<file path="src/rtl/hwf_pkg.sv">
// ----------------------------------------------------------------------------
// hwf_pkg
// shared types, constants and helpers for the haar wavelet fusion block
// ----------------------------------------------------------------------------
package hwf_pkg;

  // number of byte lanes that go through the fusion, the rest are copied
  localparam int COLOR_CHANNELS = 3;
  localparam int FUSED_LANES    = (COLOR_CHANNELS > 4) ? 4 : COLOR_CHANNELS;

  localparam int PIX_W   = 32;
  localparam int BYTE_W  = 8;
  localparam int LANES   = PIX_W / BYTE_W;
  localparam int COEF_W  = 16;
  localparam int BYTE_MAX = (1 << BYTE_W) - 1;

  typedef logic [PIX_W-1:0]         pixel_t;
  // 2x2 block, index 0 top left, 1 top right, 2 bottom left, 3 bottom right
  typedef pixel_t [3:0]             block_t;
  typedef logic [3:0][BYTE_W-1:0]   quad_t;
  typedef logic signed [COEF_W-1:0] coef_t;

  typedef struct packed {
    coef_t ll;
    coef_t hl;
    coef_t lh;
    coef_t hh;
  } coefs_t;

  // floor(x/2)
  function automatic coef_t half_floor(input coef_t x);
    return x >>> 1;
  endfunction

  function automatic coef_t magnitude(input coef_t x);
    return (x < 0) ? -x : x;
  endfunction

  // larger magnitude wins, first operand on a tie
  function automatic coef_t pick_larger(input coef_t a, input coef_t b);
    return (magnitude(a) >= magnitude(b)) ? a : b;
  endfunction

  function automatic logic [BYTE_W-1:0] clamp_byte(input coef_t v);
    if (v < 0) begin
      return '0;
    end else if (v > coef_t'(BYTE_MAX)) begin
      return BYTE_W'(BYTE_MAX);
    end else begin
      return v[BYTE_W-1:0];
    end
  endfunction

  function automatic coef_t widen(input logic [BYTE_W-1:0] b);
    return coef_t'({{(COEF_W-BYTE_W){1'b0}}, b});
  endfunction

endpackage

</file>
<file path="src/rtl/hwf_in_if.sv">
// ----------------------------------------------------------------------------
// hwf_in_if
// request channel carrying one 2x2 block from each source image
// ----------------------------------------------------------------------------
interface hwf_in_if;
  logic            valid;
  logic            ready;
  hwf_pkg::pixel_t first_top_left;
  hwf_pkg::pixel_t first_top_right;
  hwf_pkg::pixel_t first_bottom_left;
  hwf_pkg::pixel_t first_bottom_right;
  hwf_pkg::pixel_t second_top_left;
  hwf_pkg::pixel_t second_top_right;
  hwf_pkg::pixel_t second_bottom_left;
  hwf_pkg::pixel_t second_bottom_right;
  logic            edge_passthrough;

  modport source (
    output valid, first_top_left, first_top_right, first_bottom_left,
           first_bottom_right, second_top_left, second_top_right,
           second_bottom_left, second_bottom_right, edge_passthrough,
    input  ready
  );

  modport sink (
    input  valid, first_top_left, first_top_right, first_bottom_left,
           first_bottom_right, second_top_left, second_top_right,
           second_bottom_left, second_bottom_right, edge_passthrough,
    output ready
  );
endinterface

</file>
<file path="src/rtl/hwf_out_if.sv">
// ----------------------------------------------------------------------------
// hwf_out_if
// result channel carrying one fused 2x2 block
// ----------------------------------------------------------------------------
interface hwf_out_if;
  logic            valid;
  logic            ready;
  hwf_pkg::pixel_t fused_top_left;
  hwf_pkg::pixel_t fused_top_right;
  hwf_pkg::pixel_t fused_bottom_left;
  hwf_pkg::pixel_t fused_bottom_right;

  modport source (
    output valid, fused_top_left, fused_top_right, fused_bottom_left,
           fused_bottom_right,
    input  ready
  );

  modport sink (
    input  valid, fused_top_left, fused_top_right, fused_bottom_left,
           fused_bottom_right,
    output ready
  );
endinterface

</file>
<file path="src/rtl/hwf_fwd.sv">
// ----------------------------------------------------------------------------
// hwf_fwd
// forward 2x2 haar lifting of one byte lane, rows then columns
// ----------------------------------------------------------------------------
module hwf_fwd (
  input  hwf_pkg::quad_t  pix,
  output hwf_pkg::coefs_t coefs
);

  hwf_pkg::coef_t h0, l0, h1, l1, dl, dh;

  always_comb begin
    // row lifting
    h0 = hwf_pkg::widen(pix[1]) - hwf_pkg::widen(pix[0]);
    l0 = hwf_pkg::widen(pix[0]) + hwf_pkg::half_floor(h0);
    h1 = hwf_pkg::widen(pix[3]) - hwf_pkg::widen(pix[2]);
    l1 = hwf_pkg::widen(pix[2]) + hwf_pkg::half_floor(h1);
    // column lifting
    dl = l1 - l0;
    dh = h1 - h0;
    coefs.ll = l0 + hwf_pkg::half_floor(dl);
    coefs.lh = dl;
    coefs.hl = h0 + hwf_pkg::half_floor(dh);
    coefs.hh = dh;
  end

endmodule

</file>
<file path="src/rtl/hwf_inv.sv">
// ----------------------------------------------------------------------------
// hwf_inv
// inverse 2x2 haar lifting, columns then rows, with clamp to a byte
// ----------------------------------------------------------------------------
module hwf_inv (
  input  hwf_pkg::coefs_t coefs,
  output hwf_pkg::quad_t  pix
);

  hwf_pkg::coef_t l0, l1, h0, h1, p0, p1, p2, p3;

  always_comb begin
    // column inverse
    l0 = coefs.ll - hwf_pkg::half_floor(coefs.lh);
    l1 = coefs.lh + l0;
    h0 = coefs.hl - hwf_pkg::half_floor(coefs.hh);
    h1 = coefs.hh + h0;
    // row inverse
    p0 = l0 - hwf_pkg::half_floor(h0);
    p1 = h0 + p0;
    p2 = l1 - hwf_pkg::half_floor(h1);
    p3 = h1 + p2;
    pix[0] = hwf_pkg::clamp_byte(p0);
    pix[1] = hwf_pkg::clamp_byte(p1);
    pix[2] = hwf_pkg::clamp_byte(p2);
    pix[3] = hwf_pkg::clamp_byte(p3);
  end

endmodule

</file>
<file path="src/rtl/hwf_lane.sv">
// ----------------------------------------------------------------------------
// hwf_lane
// fusion of one colour lane: two forward transforms, coefficient pick, inverse
// ----------------------------------------------------------------------------
module hwf_lane (
  input  hwf_pkg::quad_t first_pix,
  input  hwf_pkg::quad_t second_pix,
  output hwf_pkg::quad_t fused_pix
);

  hwf_pkg::coefs_t first_c, second_c, fused_c;

  hwf_fwd u_fwd_first (
    .pix   (first_pix),
    .coefs (first_c)
  );

  hwf_fwd u_fwd_second (
    .pix   (second_pix),
    .coefs (second_c)
  );

  // ll and hh from the second image, mixed bands by larger magnitude
  always_comb begin
    fused_c.ll = second_c.ll;
    fused_c.hh = second_c.hh;
    fused_c.hl = hwf_pkg::pick_larger(first_c.hl, second_c.hl);
    fused_c.lh = hwf_pkg::pick_larger(first_c.lh, second_c.lh);
  end

  hwf_inv u_inv (
    .coefs (fused_c),
    .pix   (fused_pix)
  );

endmodule

</file>
<file path="src/rtl/haar_wavelet_image_fusion.sv">
// ----------------------------------------------------------------------------
// haar_wavelet_image_fusion
// fuses two images one aligned 2x2 rgba block at a time via haar lifting
// ----------------------------------------------------------------------------
// stages: two register stages, the input register takes each accepted request
//   and the result register takes its fused block when it can advance
// throughput: one block per cycle while results are taken, set by the single pass
//   of lane logic between the input register and the result register
// reset: rst clears both valid flags, payload registers are not reset
// ----------------------------------------------------------------------------
module haar_wavelet_image_fusion (
  input  logic      clk,
  input  logic      rst,
  hwf_in_if.sink    pix_in,
  hwf_out_if.source pix_out
);

  // input register stage
  logic            s1_valid;
  hwf_pkg::block_t s1_first;
  hwf_pkg::block_t s1_second;
  logic            s1_pass;

  // result register stage
  logic            o_valid;
  hwf_pkg::block_t o_blk;

  // combinational fused block from the input register
  hwf_pkg::block_t fused;

  // per lane output of the lane logic, gathered into the fused block below
  hwf_pkg::quad_t  lane_out [hwf_pkg::LANES];

  logic advance;
  logic in_take;

  // result register frees up when empty or being taken this cycle
  assign advance      = !o_valid || pix_out.ready;
  // input register can load when empty or while its content moves on
  assign pix_in.ready = !s1_valid || advance;
  assign in_take      = pix_in.valid && pix_in.ready;

  always_ff @(posedge clk) begin
    if (rst) begin
      s1_valid <= 1'b0;
      o_valid  <= 1'b0;
    end else begin
      if (pix_in.ready) begin
        s1_valid <= pix_in.valid;
      end
      if (advance) begin
        o_valid <= s1_valid;
      end
    end
  end

  always_ff @(posedge clk) begin
    if (in_take) begin
      s1_first[0]  <= pix_in.first_top_left;
      s1_first[1]  <= pix_in.first_top_right;
      s1_first[2]  <= pix_in.first_bottom_left;
      s1_first[3]  <= pix_in.first_bottom_right;
      s1_second[0] <= pix_in.second_top_left;
      s1_second[1] <= pix_in.second_top_right;
      s1_second[2] <= pix_in.second_bottom_left;
      s1_second[3] <= pix_in.second_bottom_right;
      s1_pass      <= pix_in.edge_passthrough;
    end
    if (advance && s1_valid) begin
      o_blk <= fused;
    end
  end

  // per byte lane: fused colour lanes, copied lanes beyond the colour count
  for (genvar ch = 0; ch < hwf_pkg::LANES; ch++) begin : g_lane
    if (ch < hwf_pkg::FUSED_LANES) begin : g_fuse
      hwf_pkg::quad_t first_q, second_q, fused_q;

      always_comb begin
        for (int k = 0; k < 4; k++) begin
          first_q[k]  = s1_first[k][ch*hwf_pkg::BYTE_W +: hwf_pkg::BYTE_W];
          second_q[k] = s1_second[k][ch*hwf_pkg::BYTE_W +: hwf_pkg::BYTE_W];
        end
      end

      hwf_lane u_lane (
        .first_pix  (first_q),
        .second_pix (second_q),
        .fused_pix  (fused_q)
      );

      // passthrough returns the first image's bytes unchanged
      always_comb begin
        for (int k = 0; k < 4; k++) begin
          lane_out[ch][k] = s1_pass ? first_q[k] : fused_q[k];
        end
      end
    end else begin : g_copy
      // alpha and any other unfused lane come from the first image
      always_comb begin
        for (int k = 0; k < 4; k++) begin
          lane_out[ch][k] = s1_first[k][ch*hwf_pkg::BYTE_W +: hwf_pkg::BYTE_W];
        end
      end
    end
  end

  // gather the lanes back into rgba pixels
  always_comb begin
    for (int k = 0; k < 4; k++) begin
      for (int ch = 0; ch < hwf_pkg::LANES; ch++) begin
        fused[k][ch*hwf_pkg::BYTE_W +: hwf_pkg::BYTE_W] = lane_out[ch][k];
      end
    end
  end

  assign pix_out.valid              = o_valid;
  assign pix_out.fused_top_left     = o_blk[0];
  assign pix_out.fused_top_right    = o_blk[1];
  assign pix_out.fused_bottom_left  = o_blk[2];
  assign pix_out.fused_bottom_right = o_blk[3];

endmodule
</file>
<file path="src/flat_wrapper.sv">
// flat-port wrapper written by rule: the top's interface ports become plain ports
module haar_wavelet_image_fusion_flat 
  (clk, rst, pix_in_valid, pix_in_first_top_left, pix_in_first_top_right, pix_in_first_bottom_left, pix_in_first_bottom_right, pix_in_second_top_left, pix_in_second_top_right, pix_in_second_bottom_left, pix_in_second_bottom_right, pix_in_edge_passthrough, pix_in_ready, pix_out_valid, pix_out_fused_top_left, pix_out_fused_top_right, pix_out_fused_bottom_left, pix_out_fused_bottom_right, pix_out_ready);
  hwf_in_if pix_in_i ();
  hwf_out_if pix_out_i ();
  input  logic clk;
  input  logic rst;
  input wire logic [$bits(pix_in_i.valid)-1:0] pix_in_valid;
  input wire logic [$bits(pix_in_i.first_top_left)-1:0] pix_in_first_top_left;
  input wire logic [$bits(pix_in_i.first_top_right)-1:0] pix_in_first_top_right;
  input wire logic [$bits(pix_in_i.first_bottom_left)-1:0] pix_in_first_bottom_left;
  input wire logic [$bits(pix_in_i.first_bottom_right)-1:0] pix_in_first_bottom_right;
  input wire logic [$bits(pix_in_i.second_top_left)-1:0] pix_in_second_top_left;
  input wire logic [$bits(pix_in_i.second_top_right)-1:0] pix_in_second_top_right;
  input wire logic [$bits(pix_in_i.second_bottom_left)-1:0] pix_in_second_bottom_left;
  input wire logic [$bits(pix_in_i.second_bottom_right)-1:0] pix_in_second_bottom_right;
  input wire logic [$bits(pix_in_i.edge_passthrough)-1:0] pix_in_edge_passthrough;
  output wire logic [$bits(pix_in_i.ready)-1:0] pix_in_ready;
  output wire logic [$bits(pix_out_i.valid)-1:0] pix_out_valid;
  output wire logic [$bits(pix_out_i.fused_top_left)-1:0] pix_out_fused_top_left;
  output wire logic [$bits(pix_out_i.fused_top_right)-1:0] pix_out_fused_top_right;
  output wire logic [$bits(pix_out_i.fused_bottom_left)-1:0] pix_out_fused_bottom_left;
  output wire logic [$bits(pix_out_i.fused_bottom_right)-1:0] pix_out_fused_bottom_right;
  input wire logic [$bits(pix_out_i.ready)-1:0] pix_out_ready;
  assign pix_in_i.valid = pix_in_valid;
  assign pix_in_i.first_top_left = pix_in_first_top_left;
  assign pix_in_i.first_top_right = pix_in_first_top_right;
  assign pix_in_i.first_bottom_left = pix_in_first_bottom_left;
  assign pix_in_i.first_bottom_right = pix_in_first_bottom_right;
  assign pix_in_i.second_top_left = pix_in_second_top_left;
  assign pix_in_i.second_top_right = pix_in_second_top_right;
  assign pix_in_i.second_bottom_left = pix_in_second_bottom_left;
  assign pix_in_i.second_bottom_right = pix_in_second_bottom_right;
  assign pix_in_i.edge_passthrough = pix_in_edge_passthrough;
  assign pix_in_ready = pix_in_i.ready;
  assign pix_out_valid = pix_out_i.valid;
  assign pix_out_fused_top_left = pix_out_i.fused_top_left;
  assign pix_out_fused_top_right = pix_out_i.fused_top_right;
  assign pix_out_fused_bottom_left = pix_out_i.fused_bottom_left;
  assign pix_out_fused_bottom_right = pix_out_i.fused_bottom_right;
  assign pix_out_i.ready = pix_out_ready;
  haar_wavelet_image_fusion u_core (.clk(clk), .rst(rst), .pix_in(pix_in_i), .pix_out(pix_out_i));
endmodule
</file>
<file path="config.mk">
export PLATFORM = sky130hd
export DESIGN_NAME = haar_wavelet_image_fusion_flat
export DESIGN_NICKNAME = d
export VERILOG_FILES = /design/src/rtl/hwf_pkg.sv /design/src/rtl/hwf_in_if.sv /design/src/rtl/hwf_out_if.sv /design/src/rtl/hwf_fwd.sv /design/src/rtl/hwf_inv.sv /design/src/rtl/hwf_lane.sv /design/src/rtl/haar_wavelet_image_fusion.sv /design/src/flat_wrapper.sv
export SDC_FILE = /design/constraint.sdc
export NUM_CORES = 2
export LEC_CHECK = 0
export BUFFER_PORTS_ARGS = -buffer_cell sky130_fd_sc_hd__clkbuf_2
export CAP_MARGIN = 20
export CORE_MARGIN = 2
export CORE_UTILIZATION = 55
export DETAILED_ROUTE_END_ITERATION = 8
export HOLD_SLACK_MARGIN = 0.1
export MAX_ROUTING_LAYER = met4
export PLACE_DENSITY = 0.81
export SETUP_SLACK_MARGIN = 0.02
export SLEW_MARGIN = 20
export SYNTH_ARGS = -nofsm -noshare
export SYNTH_HDL_FRONTEND = slang
export SYNTH_SLANG_ARGS = --single-unit
</file>
<file path="constraint.sdc">
create_clock -name clk -period 16.5 [get_ports clk]
set_clock_uncertainty 0.05 [all_clocks]
set_input_delay 1.65 -clock clk [delete_from_list [all_inputs] [get_ports clk]]
set_output_delay 1.65 -clock clk [all_outputs]
set_load 0.01 [all_outputs]
</file>
After elaboration in Yosys (flattened, before gate mapping)
Cells that the tools add are included.
Word-level totals
  output and inout port bits: 130
  input port bits: 261
  word-level logic and storage cells: 198
  register bits after elaboration: 355
Operators by class
  reductions and logical operators: 6
  $lt $le $gt $ge: 42
  multiplexer cells: 54
  $add $sub $neg: 81
Operators by type and width (number)
  $lt A16 B1 Y1 const B: 21
  $mux W16: 18
  $mux W8: 36
  $gt A16 B9 Y1 const B: 12
  $add A16 B16 Y16: 9
  $neg A16 Y16: 9
  $sub A16 B15 Y16: 9
  $add A9 B8 Y10: 12
  $sub A8 B8 Y9: 12
  $ge A16 B16 Y1: 6
  $add A9 B9 Y10: 6
  $sub A9 B9 Y10: 6
  $add A10 B16 Y16: 3
  $neg A11 Y16: 3
  $sub A16 B16 Y16: 3
  $sub A16 B9 Y16: 3
  $add A10 B10 Y11: 3
  $lt A11 B1 Y1 const B: 3
  $sub A10 B10 Y11: 3
  $logic_and A1 B1 Y1: 2
  $logic_not A1 Y1: 2
  $logic_or A1 B1 Y1: 2

Depth between registers and ports, before layout
  depth in word-level cells: 15
  gate-level depth with buffers: 73

Hierarchy
From an unflattened synthesis, not the netlist that was laid out.
Unflattened totals
  cell total of the unflattened synthesis: 5826
  area total of the unflattened synthesis: 53392.5 µm²
By module, submodules not included
  haar_wavelet_image_fusion: times used 1, cells each 470, area an instance 12046.6 µm², sequential area each 10640.2 µm²
  hwf_inv (u_core.g_lane[0].g_fuse.u_lane.u_inv ...): times used 2, cells each 813, area an instance 5820.6 µm², sequential area each 0.0 µm²
  hwf_fwd (u_core.g_lane[0].g_fuse.u_lane.u_fwd_first ...): times used 3, cells each 353, area an instance 2865.2 µm², sequential area each 0.0 µm²
  hwf_lane: times used 3, cells each 290, area an instance 2378.5 µm², sequential area each 0.0 µm²
  hwf_inv (u_core.g_lane[2].g_fuse.u_lane.u_inv): times used 1, cells each 765, area an instance 5665.4 µm², sequential area each 0.0 µm²
  hwf_fwd (u_core.g_lane[1].g_fuse.u_lane.u_fwd_first): times used 1, cells each 347, area an instance 2780.2 µm², sequential area each 0.0 µm²
  hwf_fwd (u_core.g_lane[1].g_fuse.u_lane.u_fwd_second): times used 1, cells each 342, area an instance 2765.2 µm², sequential area each 0.0 µm²
  hwf_fwd (u_core.g_lane[0].g_fuse.u_lane.u_fwd_second): times used 1, cells each 347, area an instance 2762.6 µm², sequential area each 0.0 µm²

Least setup slack after synthesis
No wires, ideal clock.
  path type: register to register
  from: register u_core.s1_first, in the netlist u_core.g_lane[1].g_fuse.first_q[0]
  to: register u_core.o_blk, in the netlist u_core.pix_out.fused_bottom_right[10], data pin
  data required time: 16.183 ns
  setup time: 0.267 ns
  stages on the path, launching flop included: 68
  buffers on the path: 2
  period minus slack after synthesis: 13.705 ns
  arrival: 13.387 ns
  path slack: 2.795 ns
  path through: edfxtp_1 -> ha_1 -> fa_1 -> xnor2_1 -> inv_1 -> ha_1 -> nor2b_1 -> o21ai_0 -> nand2b_1 -> a21oi_1 -> maj3_1 -> a21oi_1 -> xnor2_1 -> ha_1 -> nand2_1 -> o21ai_0 -> a21oi_1 -> or4_1 -> [32 not listed] -> ha_1 -> ha_1 -> o21a_1 -> nor2_1 -> a21oi_1 -> a21o_1 -> a21oi_1 -> nor2_1 -> o21a_1 -> nor2_1 -> xnor2_1 -> ha_1 -> o2111ai_1 -> a211oi_1 -> o221ai_1 -> or4_1 -> clkbuf_1 -> a2bb2oi_1
RTL lines
  from (decl): line haar_wavelet_image_fusion.sv:20  | hwf_pkg::block_t s1_first;
  to (signal assigned): line haar_wavelet_image_fusion.sv:70  | o_blk <= fused;
  to (decl): line haar_wavelet_image_fusion.sv:26  | hwf_pkg::block_t o_blk;

==> reports/results.ini <==
[status]
status = completed

[logic_synthesis]
synth-edff-count = 353
ys.flop_type = edfxtp_1
ys_types = 97
syn_area_per_cell_um2 = 8.96
synth_warnings = 0
mappedNetlistArea_um2 = 46900
yosys.area.top_type_share = 0.226
synth_area_leaders = edfxtp_1 (23%), ha_1 (21%), xnor2_1 (7.4%), inv_1 (5.7%), fa_1 (4.7%)
synthCells = 5236
ys_ff_latch = 355
synth.yosys.seq_area_share = 0.227
synth_top_area_cell = edfxtp_1
async_flop_share = 0

[global_routing]
grt_pass1_wl_um = 198000
grt_start_max_net_pins = 75
grt.overflow.total = 0
track_usage = 0.295
antenna_found_initial = 5
grt_pass1_vias = 37900

[place]
gp_congestion = 1.01
io_buffer_count = 358
hpwlAfterDp_um = 108000

[layout]
final_cell_mix = ha_1 (771), inv_1 (718), a21oi_1 (414), xnor2_1 (396), clkbuf_2 (358)
areaGrowthSynthToFinish_pct = 10.3
fillers = 7373
layout-drive-gt1-share = 0.0985
layout_commonest_cell = ha_1
layout.nets = 6816

[drt]
drt-initial-drc-count = 2479
wl_per_cell_um = 18.8
drc = 0
postRouteWirelength_um = 129000
dr.max_layer_used = met4
dr.pass1.iters = 5
vias = 39600
met3_length_um = 8380
ant_nets = 0
via_per_inst = 5.78
m1WireLength_um = 56100
met2_length_um = 59200

[die]
start_util = 0.553
die_height_um = 296
coreArea_um2 = 84900
die_area_um2 = 87700
die_x_um = 296
row_count = 107
num_io_pins = 391

[sta]
period_share = 0.944
hold_slack_ps = 362
timing.final.crit_period_ps = 15570
tightest_slew_ps = 1090
hold_viol = 0
slew_violations = 0
rsz0062_at_grt = yes
slew_headroom = 0.267
setup_viol = 0
fmax_ghz = 0.0642

[clocking]
clk_pin_slew_ps = 60
clkLatencyLatePin_ps = 640
htreeDepth = 2
cts.sinks = 355
cts_tree = built
clk_path_buf_depth = 3
clockRootBuffer = clkbuf_16
numCtsBuffers = 41

[critical_path]
required_ps = 16810
endpoint_kind = flop
path_max_fanout = 10
path_class = flop to flop
path_common_cell = ha_1
cpMaxStageDelayCell = or4_1
timing.critical_path.from_type = flop
crit_arrival_ps = 15880
cpPeakStageDelay_ps = 730

[worst_hold_path]
min_path_type = flop to flop

[run]
drv_cap = 0

## worst max-delay path, delay by kind of cell, from the launching register on
family	cells	cell delay, ps
simple gates	16	3260
buf+inv	6	640
fa+ha+maj	12	4110
compound gates	24	5410
xor+xnor	3	900
mux	2	470
flops	1	440
## timing repair
action,CTS,global route
setup endpoints to repair,0,24
hold buffers,0,0
hold endpoints to repair,0,0
buffers inserted,0,0
gates resized for setup,0,6
## routing by layer
| layer | vias to the layer above | track usage |
|---|---|---|
| met4 | 0 | 0.122 |
| met2 | 1258 | 0.476 |
| met1 | 18600 | 0.374 |
| met5 | - | - |
| li1 | 19500 | - |
| met3 | 243 | 0.0387 |
## area by class of cell
type,instances,area (um^2),area share
Tap cell,1144,1430,0.0277
Inverter,721,2710,0.0523
Sequential cell,355,10600,0.206
Multi-Input combinational cell,4173,33700,0.651
Clock inverter,25,256,0.00496
Antenna cell,3,7.51,0.000145
Timing Repair Buffer,381,1960,0.0379
Clock buffer,50,1060,0.0205
## Yosys cell counts, types with 51 or more instances
| cell | count |
|---|---|
| a21o_1 | 159 |
| a21oi_1 | 414 |
| a221oi_1 | 68 |
| edfxtp_1 | 353 |
| fa_1 | 111 |
| ha_1 | 771 |
| inv_1 | 718 |
| mux2i_1 | 51 |
| nand2_1 | 192 |
| nand2b_1 | 85 |
| nor2_1 | 309 |
| nor2b_1 | 120 |
| nor3_1 | 102 |
| o21a_1 | 92 |
| o21ai_0 | 226 |
| o21bai_1 | 111 |
| xnor2_1 | 397 |
| xor2_1 | 245 |
## worst paths after layout
path / from / end / slack (ps) / depth (start not counted)
worst min-delay path: u_core.fused[61] / u_core.pix_out.fused_top_right[29] / 360 / 0
worst min register to register: u_core.fused[61] / u_core.pix_out.fused_top_right[29] / 360 / 0
worst max-delay path: u_core.g_lane[1].g_fuse.first_q[1] / u_core.pix_out.fused_bottom_right[12] / 930 / 63
worst max register to register: u_core.g_lane[1].g_fuse.first_q[1] / u_core.pix_out.fused_bottom_right[12] / 930 / 63
## stage by stage
stage                     setup TNS (ps)   util  cells  instance area [um^2]  worst slack, ps
after CTS                              0  0.609   6848                 51700              948
after detailed placement               0  0.594   6773                 50400             1030
after floorplan                        0      -   5294                 47100             2800
after global placement                 0  0.593   6773                 50400             1320
final                                  0  0.610   6852                 51700              927
after global routing               -71.9  0.610   6852                 51700            -26.9
## cell families after synthesis
kind of cell / count (synthesis) / synth area share
xor+xnor: 651 / 0.124
other cells: 2 / 0.000160
simple gates: 1080 / 0.115
compound gates: 1391 / 0.195
fa+ha+maj: 909 / 0.259
mux: 82 / 0.0183
buf+inv: 766 / 0.0614
flops: 355 / 0.227
## flip-flops by register name (all words and copies together) (netlist names)
name,cells
u_core.g_lane.g_fuse.first_q,96
u_core.pix_out.fused_bottom_left,32
u_core.g_lane.g_fuse.second_q,96
u_core.pix_out.fused_top_left,32
u_core.pix_out.valid,1
u_core.pix_out.fused_top_right,32
u_core.s1_pass,1
u_core.s1_valid,1
u_core.pix_out.fused_bottom_right,32
u_core.fused,32
Power is left out: the tool's default activity adds up to more than one toggle a clock period on the data nets, which glitch-free logic cannot reach.
